File: src/rtl/srcs_pkg.sv
// Shared types, constants and a helper function of the selective-repeat chunk scheduler.
`default_nettype none

package srcs_pkg;

  localparam int MAX_CHUNKS = 1024;
  localparam int WORD_BITS  = 32;
  localparam int NWORDS     = MAX_CHUNKS / WORD_BITS;
  localparam int WIDX_W     = $clog2(NWORDS);
  localparam int BIT_W      = $clog2(WORD_BITS);
  localparam int CHUNK_W    = WIDX_W + BIT_W;
  localparam int CNT_W      = CHUNK_W + 1;
  localparam int NWC_W      = WIDX_W + 1;
  localparam int IMG_W      = 32;
  localparam int TOT_W      = 11;
  localparam int CTR_W      = 16;

  localparam int IN_DATA_W  = 96;
  localparam int IN_USER_W  = 2;
  localparam int OUT_DATA_W = 56;
  localparam int OUT_USER_W = 3;
  localparam int CFG_IDX_W  = 1;
  localparam int CFG_DATA_W = 32;

  localparam logic [CNT_W-1:0] MAX_CHUNKS_C = CNT_W'(MAX_CHUNKS);

  localparam logic [CFG_IDX_W-1:0] CFG_IMAGE_NUMBER = 1'b0;
  localparam logic [CFG_IDX_W-1:0] CFG_CHUNK_TOTAL  = 1'b1;

  typedef enum logic [1:0] {
    OP_ACK_WORD = 2'd0,
    OP_BUILD    = 2'd1,
    OP_NEXT     = 2'd2,
    OP_RESTART  = 2'd3
  } op_t;

  typedef enum logic [1:0] {
    ST_OK             = 2'd0,
    ST_WRONG_IMAGE    = 2'd1,
    ST_COUNT_MISMATCH = 2'd2,
    ST_NOTHING        = 2'd3
  } status_t;

  typedef enum logic [1:0] {
    BK_IDLE,
    BK_RESEND_RD,
    BK_SCAN_LOAD,
    BK_SCAN_PICK
  } bk_state_t;

  // Classified command handed from the front end to the back end.
  typedef struct packed {
    op_t                 op;
    logic [WIDX_W-1:0]   widx;
    logic [WORD_BITS-1:0] word;
    logic                last;
    logic                commit;
    logic                set_done;
    status_t             ack_status;
  } cmd_t;

  // One result transaction.
  typedef struct packed {
    status_t             status;
    logic [CHUNK_W-1:0]  chunk_id;
    logic                is_resend;
    logic                is_last_chunk;
    logic                all_done;
    logic [CNT_W-1:0]    resend_pending;
    logic [CTR_W-1:0]    sent_total;
    logic [CTR_W-1:0]    ack_total;
  } res_t;

  // Position of the lowest set bit; the lowest bit is isolated first so the
  // encoding is a plain OR over independent positions.
  function automatic logic [BIT_W-1:0] lowest_set(input logic [WORD_BITS-1:0] v);
    logic [WORD_BITS-1:0] one;
    logic [BIT_W-1:0]     idx;
    one = v & (~v + 1'b1);
    idx = '0;
    for (int k = 0; k < WORD_BITS; k++) begin
      if (one[k]) idx = idx | BIT_W'(k);
    end
    return idx;
  endfunction

endpackage

`default_nettype wire

File: src/rtl/srcs_front.sv
// Front end: accepts input transactions, checks ACK headers and queues commands.
`default_nettype none

module srcs_front import srcs_pkg::*; (
  input  wire logic                 clk,
  input  wire logic                 rst_n,
  input  wire logic                 in_valid,
  output logic                      in_ready,
  input  wire logic [1:0]           in_func,
  input  wire logic [WIDX_W-1:0]    in_word_index,
  input  wire logic [WORD_BITS-1:0] in_bitmap_word,
  input  wire logic                 in_ack_last,
  input  wire logic [IMG_W-1:0]     in_ack_image,
  input  wire logic [TOT_W-1:0]     in_ack_chunk_total,
  input  wire logic [TOT_W-1:0]     in_rcv_count,
  input  wire logic                 in_ack_complete,
  input  wire logic [IMG_W-1:0]     image_number,
  input  wire logic [TOT_W-1:0]     chunk_total,
  output logic                      cmd_valid,
  input  wire logic                 cmd_ready,
  output cmd_t                      cmd
);

  cmd_t       q_r [2];
  logic       wr_ptr_r, wr_ptr_nxt;
  logic       rd_ptr_r, rd_ptr_nxt;
  logic [1:0] fill_r, fill_nxt;
  logic       push, pop;
  logic       img_bad, tot_bad;
  cmd_t       cls;

  // The user must change the registers only with nothing in flight (not enforced),
  // so the header can be judged here against the values the back end will also see.
  always_comb begin
    img_bad      = in_ack_image != image_number;
    tot_bad      = in_ack_chunk_total != chunk_total;
    cls.op       = op_t'(in_func);
    cls.widx     = in_word_index;
    cls.word     = in_bitmap_word;
    cls.last     = in_ack_last;
    cls.commit   = in_ack_last && !img_bad && !tot_bad;
    cls.set_done = in_ack_last && !img_bad && !tot_bad &&
                   (in_ack_complete || (in_rcv_count == chunk_total));
    if (!in_ack_last)  cls.ack_status = ST_OK;
    else if (img_bad)  cls.ack_status = ST_WRONG_IMAGE;
    else if (tot_bad)  cls.ack_status = ST_COUNT_MISMATCH;
    else               cls.ack_status = ST_OK;
  end

  always_comb begin
    in_ready   = fill_r != 2'd2;
    cmd_valid  = fill_r != 2'd0;
    cmd        = q_r[rd_ptr_r];
    push       = in_valid && in_ready;
    pop        = cmd_valid && cmd_ready;
    wr_ptr_nxt = push ? ~wr_ptr_r : wr_ptr_r;
    rd_ptr_nxt = pop ? ~rd_ptr_r : rd_ptr_r;
    fill_nxt   = fill_r + {1'b0, push} - {1'b0, pop};
  end

  always_ff @(posedge clk) begin
    if (!rst_n) begin
      wr_ptr_r <= 1'b0;
      rd_ptr_r <= 1'b0;
      fill_r   <= 2'd0;
    end else begin
      wr_ptr_r <= wr_ptr_nxt;
      rd_ptr_r <= rd_ptr_nxt;
      fill_r   <= fill_nxt;
    end
  end

  always_ff @(posedge clk) begin
    if (push) q_r[wr_ptr_r] <= cls;
  end

endmodule

`default_nettype wire

File: config.mk
export PLATFORM = sky130hd
export DESIGN_NAME = srcs_front
export DESIGN_NICKNAME = d
export VERILOG_FILES = /design/src/rtl/srcs_pkg.sv /design/src/rtl/srcs_front.sv
export SDC_FILE = /design/constraint.sdc
export NUM_CORES = 1
export LEC_CHECK = 0
export BUFFER_PORTS_ARGS = -buffer_cell sky130_fd_sc_hd__buf_2
export CORE_ASPECT_RATIO = 0.9
export CORE_UTILIZATION = 50
export DETAILED_ROUTE_END_ITERATION = 8
export PLACE_DENSITY_LB_ADDON = 0.2
export SYNTH_ARGS = -nofsm -noshare
export SYNTH_HDL_FRONTEND = slang
export SYNTH_SLANG_ARGS = --single-unit
File: constraint.sdc
create_clock -name clk -period 5.2 [get_ports clk]
set_clock_uncertainty 0.1 [all_clocks]
set_input_delay 0.26 -clock clk [delete_from_list [all_inputs] [get_ports clk]]
set_output_delay 0.26 -clock clk [all_outputs]
set_load 0.01 [all_outputs]
# Word level (Yosys, flattened, before mapping)
# Memories as Yosys holds them, arrays and structs flattened. A register that Yosys moved wholly into a read port is not among the register bits.
# Cells that the tools add are included.
totals:
  reg_bits: 4
  ram_bits: 88
  in_bits: 142
  output_inout_bits: 46
  n_memories: 1
mem_list:
  columns: ["memory", "depth", "width", "rd", "rd_ports_with_merged_regs", "write_ports", "line_no", "source"]
  rows:
  - ["q_r", 2, 44, 1, 1, 1, "srcs_front.sv:24", "cmd_t q_r [2];"]
op_classes:
  add_sub_neg: 2
  eq_ne: 4
  muxes: 7
  bitwise_logic: 2
  reduce_logical: 9
ops:
  columns: ["op", "count"]
  rows:
  - ["32-bit inequality test", 1]
  - ["11-bit equality test", 1]
  - ["11-bit inequality test", 1]
  - ["2-bit two-way mux", 3]
  - ["1-bit logical AND", 5]
  - ["1-bit two-way mux", 4]
  - ["2-bit by 1-bit adder with 2-bit output", 1]
  - ["1-bit zero test", 2]
  - ["2-bit inequality test, second input constant", 1]
  - ["1-bit inverter", 2]
  - ["2-bit nonzero test", 1]
  - ["2-bit by 1-bit subtractor with 2-bit output", 1]
  - ["1-bit logical OR", 1]

# Depth between registers and ports, before layout
logic_depth:
  word_depth: 5
  mapped_depth: 8

# Least setup slack after synthesis
# No wires, ideal clock.
synth_timing:
  path_type: "flip-flop to flip-flop"
  from: "register fill_r[0]"
  to: "memory q_r[0][0] in the netlist's numbering (enable)"
  setup_ns: 0.445
  arrival_time_ns: 2.484
  t_required_ns: 4.655
  setup_slack_ns: 2.171
  path_stages_with_launch: 4
  cell_sequence: "dfxtp_1 > nand2b_1 > nand2_1 > nor2_1"
synth_between:
  elab_chain_cells: 4
synth_lines:
  columns: ["item", "line_no", "source"]
  rows:
  - ["from (decl)", "srcs_front.sv:27", "logic [1:0] fill_r, fill_nxt;"]
  - ["from (signal assigned)", "srcs_front.sv:69", "fill_r <= fill_nxt;"]
  - ["2-bit inequality test", "srcs_front.sv:51", "in_ready = fill_r != 2'd2;"]
  - ["net in_ready", "srcs_front.sv:8", "output logic in_ready,"]
  - ["1-bit logical AND", "srcs_front.sv:54", "push = in_valid && in_ready;"]
  - ["1-bit two-way mux", "srcs_front.sv:74", "if (push) q_r[wr_ptr_r] <= cls;"]
  - ["1-bit two-way mux (implied by the code)", "srcs_front.sv:74", null]
  - ["to (decl)", "srcs_front.sv:24", null]
# The timed path passes the listed nets, and every way through them passes these cells.

==> report_table.html <==
<table>
<tr><th>Metric</th><th>Value</th></tr>
<tr><th colspan="2">Synth</th></tr>
<tr><td>Area share of the largest cell type after synthesis</td><td>65.2%</td></tr>
<tr><td>Fraction of the mapped netlist area in simple logic gates</td><td>5.74%</td></tr>
<tr><td>Xor and xnor fraction of the mapped netlist area</td><td>12.5%</td></tr>
<tr><td>Top cells by area in the synthesized netlist</td><td>sky130_fd_sc_hd__edfxtp_1 65%, sky130_fd_sc_hd__mux2_2 12%, sky130_fd_sc_hd__xor2_1 12%</td></tr>
<tr><td>Number of nets produced by synthesis</td><td>382</td></tr>
<tr><td>Cell area after technology mapping</td><td>0.00406 mm²</td></tr>
<tr><td>Sequential area share after synthesis</td><td>67.6%</td></tr>
<tr><td>Synthesized area per cell</td><td>17.0 µm²</td></tr>
<tr><td>Share of synthesized cell area in full adder, half adder and majority cells</td><td>0.617%</td></tr>
<tr><td>Cell type with the largest total area after synthesis</td><td>sky130_fd_sc_hd__edfxtp_1</td></tr>
<tr><td>Largest family of logic cells by synthesized area</td><td>XOR/XNOR gates</td></tr>
<tr><td>Post-Syn Instances</td><td>238</td></tr>
<tr><td>Yosys cell types</td><td>25</td></tr>
<tr><td>Share of synthesized area spent on multiplexers</td><td>12.2%</td></tr>
<tr><td>Number of register bits inferred by synthesis</td><td>93</td></tr>
<tr><td>Compound-gate portion of the synthesized area</td><td>0.494%</td></tr>
<tr><td>Yosys Warn Count</td><td>0</td></tr>
<tr><th colspan="2">Drt</th></tr>
<tr><td>Initial DRC count</td><td>67</td></tr>
<tr><td>WL per Instance</td><td>15.1 µm</td></tr>
<tr><td>Via density per instance</td><td>4.87</td></tr>
<tr><td>Antenna viol nets, final</td><td>0</td></tr>
<tr><td>Post-detailed-route DRC marker count</td><td>0</td></tr>
<tr><td>Total wire length</td><td>8620 µm</td></tr>
<tr><td>Pre-antenna DRT Iters</td><td>4</td></tr>
<tr><td>Number of vias in the routed layout</td><td>2784</td></tr>
<tr><th colspan="2">Floorplan</th></tr>
<tr><td>Area of the die</td><td>0.00848 mm²</td></tr>
<tr><td>I/O pin count</td><td>188</td></tr>
<tr><td>X dimension of the die</td><td>96.9 µm</td></tr>
<tr><td>Height of the chip</td><td>87.4 µm</td></tr>
<tr><td>Row count</td><td>30</td></tr>
<tr><td>Initial Util</td><td>52.7%</td></tr>
<tr><td>Area of the core</td><td>0.00769 mm²</td></tr>
<tr><th colspan="2">Layout</th></tr>
<tr><td>Area added between synthesis and finish</td><td>39.9%</td></tr>
<tr><td>N_diodes</td><td>0</td></tr>
<tr><td>Layout cell share with drive strength beyond 1</td><td>54.2%</td></tr>
<tr><td>Storage cell area</td><td>0.00274 mm²</td></tr>
<tr><td>Utilization of the core after routing</td><td>73.7%</td></tr>
<tr><td>Number of fillers in the final layout</td><td>536</td></tr>
<tr><td>Number of nets in the final layout</td><td>615</td></tr>
<tr><td>Footprint of the multi-input gates</td><td>0.00129 mm²</td></tr>
<tr><th colspan="2">Pwr</th></tr>
<tr><td>Share of total power in combinational logic</td><td>27.7%</td></tr>
<tr><td>Proportion of power drawn by the clock network</td><td>21.2%</td></tr>
<tr><td>Switching share of power</td><td>29.1%</td></tr>
<tr><td>Peak supply drop</td><td>0.165 mV</td></tr>
<tr><td>PD cells</td><td>353 mW/mm²</td></tr>
<tr><td>Sw power</td><td>0.000582 W</td></tr>
<tr><td>Cell Int Power</td><td>0.00142 W</td></tr>
<tr><td>Share of total power in sequential cells</td><td>51.1%</td></tr>
<tr><td>Leakage power summed over all cells</td><td>2.33 nW</td></tr>
<tr><td>Total design power</td><td>0.00200 W</td></tr>
<tr><th colspan="2">Clock tree</th></tr>
<tr><td>Depth of the CTS H-tree</td><td>3</td></tr>
<tr><td>Post-CTS Setup Repair Bufs</td><td>0</td></tr>
<tr><td>Buffers from clock root to sink, at most</td><td>2</td></tr>
<tr><td>Clock Sinks</td><td>93</td></tr>
<tr><td>Clock input transition at the sequential cells of the worst setup and hold paths</td><td>90 ps</td></tr>
<tr><td>Cell chosen for the clock root</td><td>sky130_fd_sc_hd__clkbuf_8</td></tr>
<tr><td>Clock latency at the later pin of the worst-skew pair</td><td>350 ps</td></tr>
<tr><td>Clock tree from TritonCTS</td><td>yes</td></tr>
<tr><td>Clock buffer count from CTS</td><td>9</td></tr>
<tr><th colspan="2">GRT</th></tr>
<tr><td>All-Layer GR Usage</td><td>20.5%</td></tr>
<tr><td>Pin count of the biggest net entering global routing</td><td>45</td></tr>
<tr><td>Total gr overflow</td><td>0</td></tr>
<tr><td>First-pass GRT wire length</td><td>13200 µm</td></tr>
<tr><td>Number of antenna violations at the first check in global routing</td><td>0</td></tr>
<tr><td>Vias in the first global route</td><td>2872</td></tr>
<tr><th colspan="2">Critical path</th></tr>
<tr><td>CP startpoint kind</td><td>flip-flop</td></tr>
<tr><td>Worst Path Class, Setup</td><td>flip-flop to output port</td></tr>
<tr><td>R2r startpoint</td><td>fill_r[0]</td></tr>
<tr><td>Register-to-register setup slack</td><td>3250 ps</td></tr>
<tr><td>Worst Reg2Reg Path Length in Cells</td><td>4</td></tr>
<tr><td>Type of destination of the critical path</td><td>output port</td></tr>
<tr><td>Worst reg2reg path endpoint</td><td>q_r[0][3]</td></tr>
<tr><td>Largest driver fanout on the critical path</td><td>44</td></tr>
<tr><td>Required time of the critical path</td><td>4840 ps</td></tr>
<tr><td>Arr. time, crit path</td><td>1970 ps</td></tr>
<tr><th colspan="2">Hold path</th></tr>
<tr><td>Hold Path Depth</td><td>1</td></tr>
<tr><td>Worst hold endpoint</td><td>q_r[0][4]</td></tr>
<tr><td>Hold path start</td><td>in_ack_last</td></tr>
<tr><td>Worst hold path type</td><td>input port to flip-flop</td></tr>
<tr><th colspan="2">Timing</th></tr>
<tr><td>Maximum frequency from static timing analysis</td><td>0.430 GHz</td></tr>
<tr><td>Total negative setup slack</td><td>0 ps</td></tr>
<tr><td>Post-route fraction of the period consumed by the critical path</td><td>44.7%</td></tr>
<tr><td>Total count of hold-check failures in the final report</td><td>0</td></tr>
<tr><td>Final Setup Violations</td><td>0</td></tr>
<tr><td>Final Max Tran Viols</td><td>0</td></tr>
<tr><td>Worst Tran Pin Value</td><td>1060 ps</td></tr>
<tr><td>Crit path time final</td><td>2330 ps</td></tr>
<tr><td>RSZ-0062 raised after global routing</td><td>no</td></tr>
<tr><td>Relative max-transition margin</td><td>29.3%</td></tr>
<tr><th colspan="2">Place</th></tr>
<tr><td>HPWL after detailed placement</td><td>5990 µm</td></tr>
<tr><td>Weighted congestion reported at the end of routability-driven placement</td><td>0.730</td></tr>
<tr><td>Port buffer count</td><td>187</td></tr>
<tr><th colspan="2">Flow run</th></tr>
<tr><td>Count of maximum capacitance violations</td><td>0</td></tr>
<tr><th colspan="2">Run status</th></tr>
<tr><td>Status</td><td>finished clean</td></tr>
</table>
## cells by family after synthesis
kind of cell               Yosys count
xor gates and xnor gates            58
DFF                                 93
muxes                               44
buffers and inverters                7
adders and majority gates            2
AOI/OAI and AO/OA                    3
and+or+nand+nor                     31
## timing repair
action | in CTS | in global routing
hold endpoints to repair | 78 | 0
gates resized for setup | 0 | 0
hold buffers | 39 | 0
## worst max path at each step
stage	from	end	slack [ps]	cells after the start
2_1_floorplan	fill_r[0]	q_r[0][0]	2170	3
3_3_place_gp	flip-flop	cmd[43]	3230	2
3_5_place_dp	flip-flop	cmd[37]	3230	2
4_1_cts	flip-flop	cmd[28]	2830	2
5_1_grt	flip-flop	cmd[43]	2740	2
6_report	flip-flop	cmd[43]	2870	2
## per-layer routing
layer,wire length (µm),track usage [%],vias to the layer above
met3,430,4.17,13
met5,0,0,-
met1,3310,22.8,1299
li1,-,-,1361
met2,4710,38.2,111
met4,173,9.91,0
## cell usage after synthesis
library cell	n
sky130_fd_sc_hd__xor2_1	54
sky130_fd_sc_hd__nand2_1	1
sky130_fd_sc_hd__o21a_1	1
sky130_fd_sc_hd__nand4_1	2
sky130_fd_sc_hd__ha_1	2
sky130_fd_sc_hd__mux2_2	44
sky130_fd_sc_hd__a31oi_1	2
sky130_fd_sc_hd__nor4_4	1
sky130_fd_sc_hd__and2_1	4
sky130_fd_sc_hd__clkbuf_1	1
sky130_fd_sc_hd__and3_1	1
sky130_fd_sc_hd__buf_2	4
sky130_fd_sc_hd__or2_2	1
sky130_fd_sc_hd__nor2b_1	2
sky130_fd_sc_hd__nor3b_1	1
sky130_fd_sc_hd__nand2b_1	1
sky130_fd_sc_hd__dfxtp_1	5
sky130_fd_sc_hd__nor4_2	4
sky130_fd_sc_hd__nor2_1	1
sky130_fd_sc_hd__edfxtp_1	88
sky130_fd_sc_hd__xnor2_1	4
sky130_fd_sc_hd__nor4_1	8
sky130_fd_sc_hd__inv_1	2
sky130_fd_sc_hd__nand4_2	1
sky130_fd_sc_hd__nor3_1	3
## power by group through the flow
stage	clock network, W	registers (W)	logic (W)
floorplan	0	0.000990	0.000358
global placement	0	0.00104	0.000526
detailed placement	0	0.00104	0.000537
CTS	0.000437	0.00102	0.000563
global route	0.000470	0.00104	0.000600
finish	0.000424	0.00102	0.000555
## worst max-delay path, stage by stage (launching register included)
cell,delay (ps)
sky130_fd_sc_hd__dfxtp_2,1030
sky130_fd_sc_hd__mux2_2,430
sky130_fd_sc_hd__buf_2,140
## through the flow
stage / cells / hold WS (ps) / instance area [µm²] / worst slack, ps
5_1_grt: 572 / 55.9 / 5670 / 2740
6_report: 572 / 58.7 / 5670 / 2870
3_3_place_gp: 517 / 347 / 5100 / 3230
2_1_floorplan: 238 / 259 / 4060 / 2170
3_5_place_dp: 517 / 353 / 5100 / 3230
4_1_cts: 572 / 47.6 / 5670 / 2830
## sequential cells by signal, summed over array words and instances (netlist names), named ones only
name	flops
wr_ptr_r	1
rd_ptr_r	1
fill_r	2
q_r	88
## layout make-up
cell class	count	area share, %
clock buffers	9	2.18
repair buffers	227	23.5
multi-input cells	138	22.7
inverters	2	0.132
flip-flops and latches	93	48.4
well taps	96	2.12
clock inverters	7	0.927
## cells in the final DEF (no fill, tap or decap), drive strengths merged, types with 5 or more instances in the layout
master and n:
buf 188, edfxtp 88, xor2 54, mux2 44, dlygate4sd3 39, nor4 13
clkbuf 9, dfxtp 5
Power figures use the tool's default switching activity.
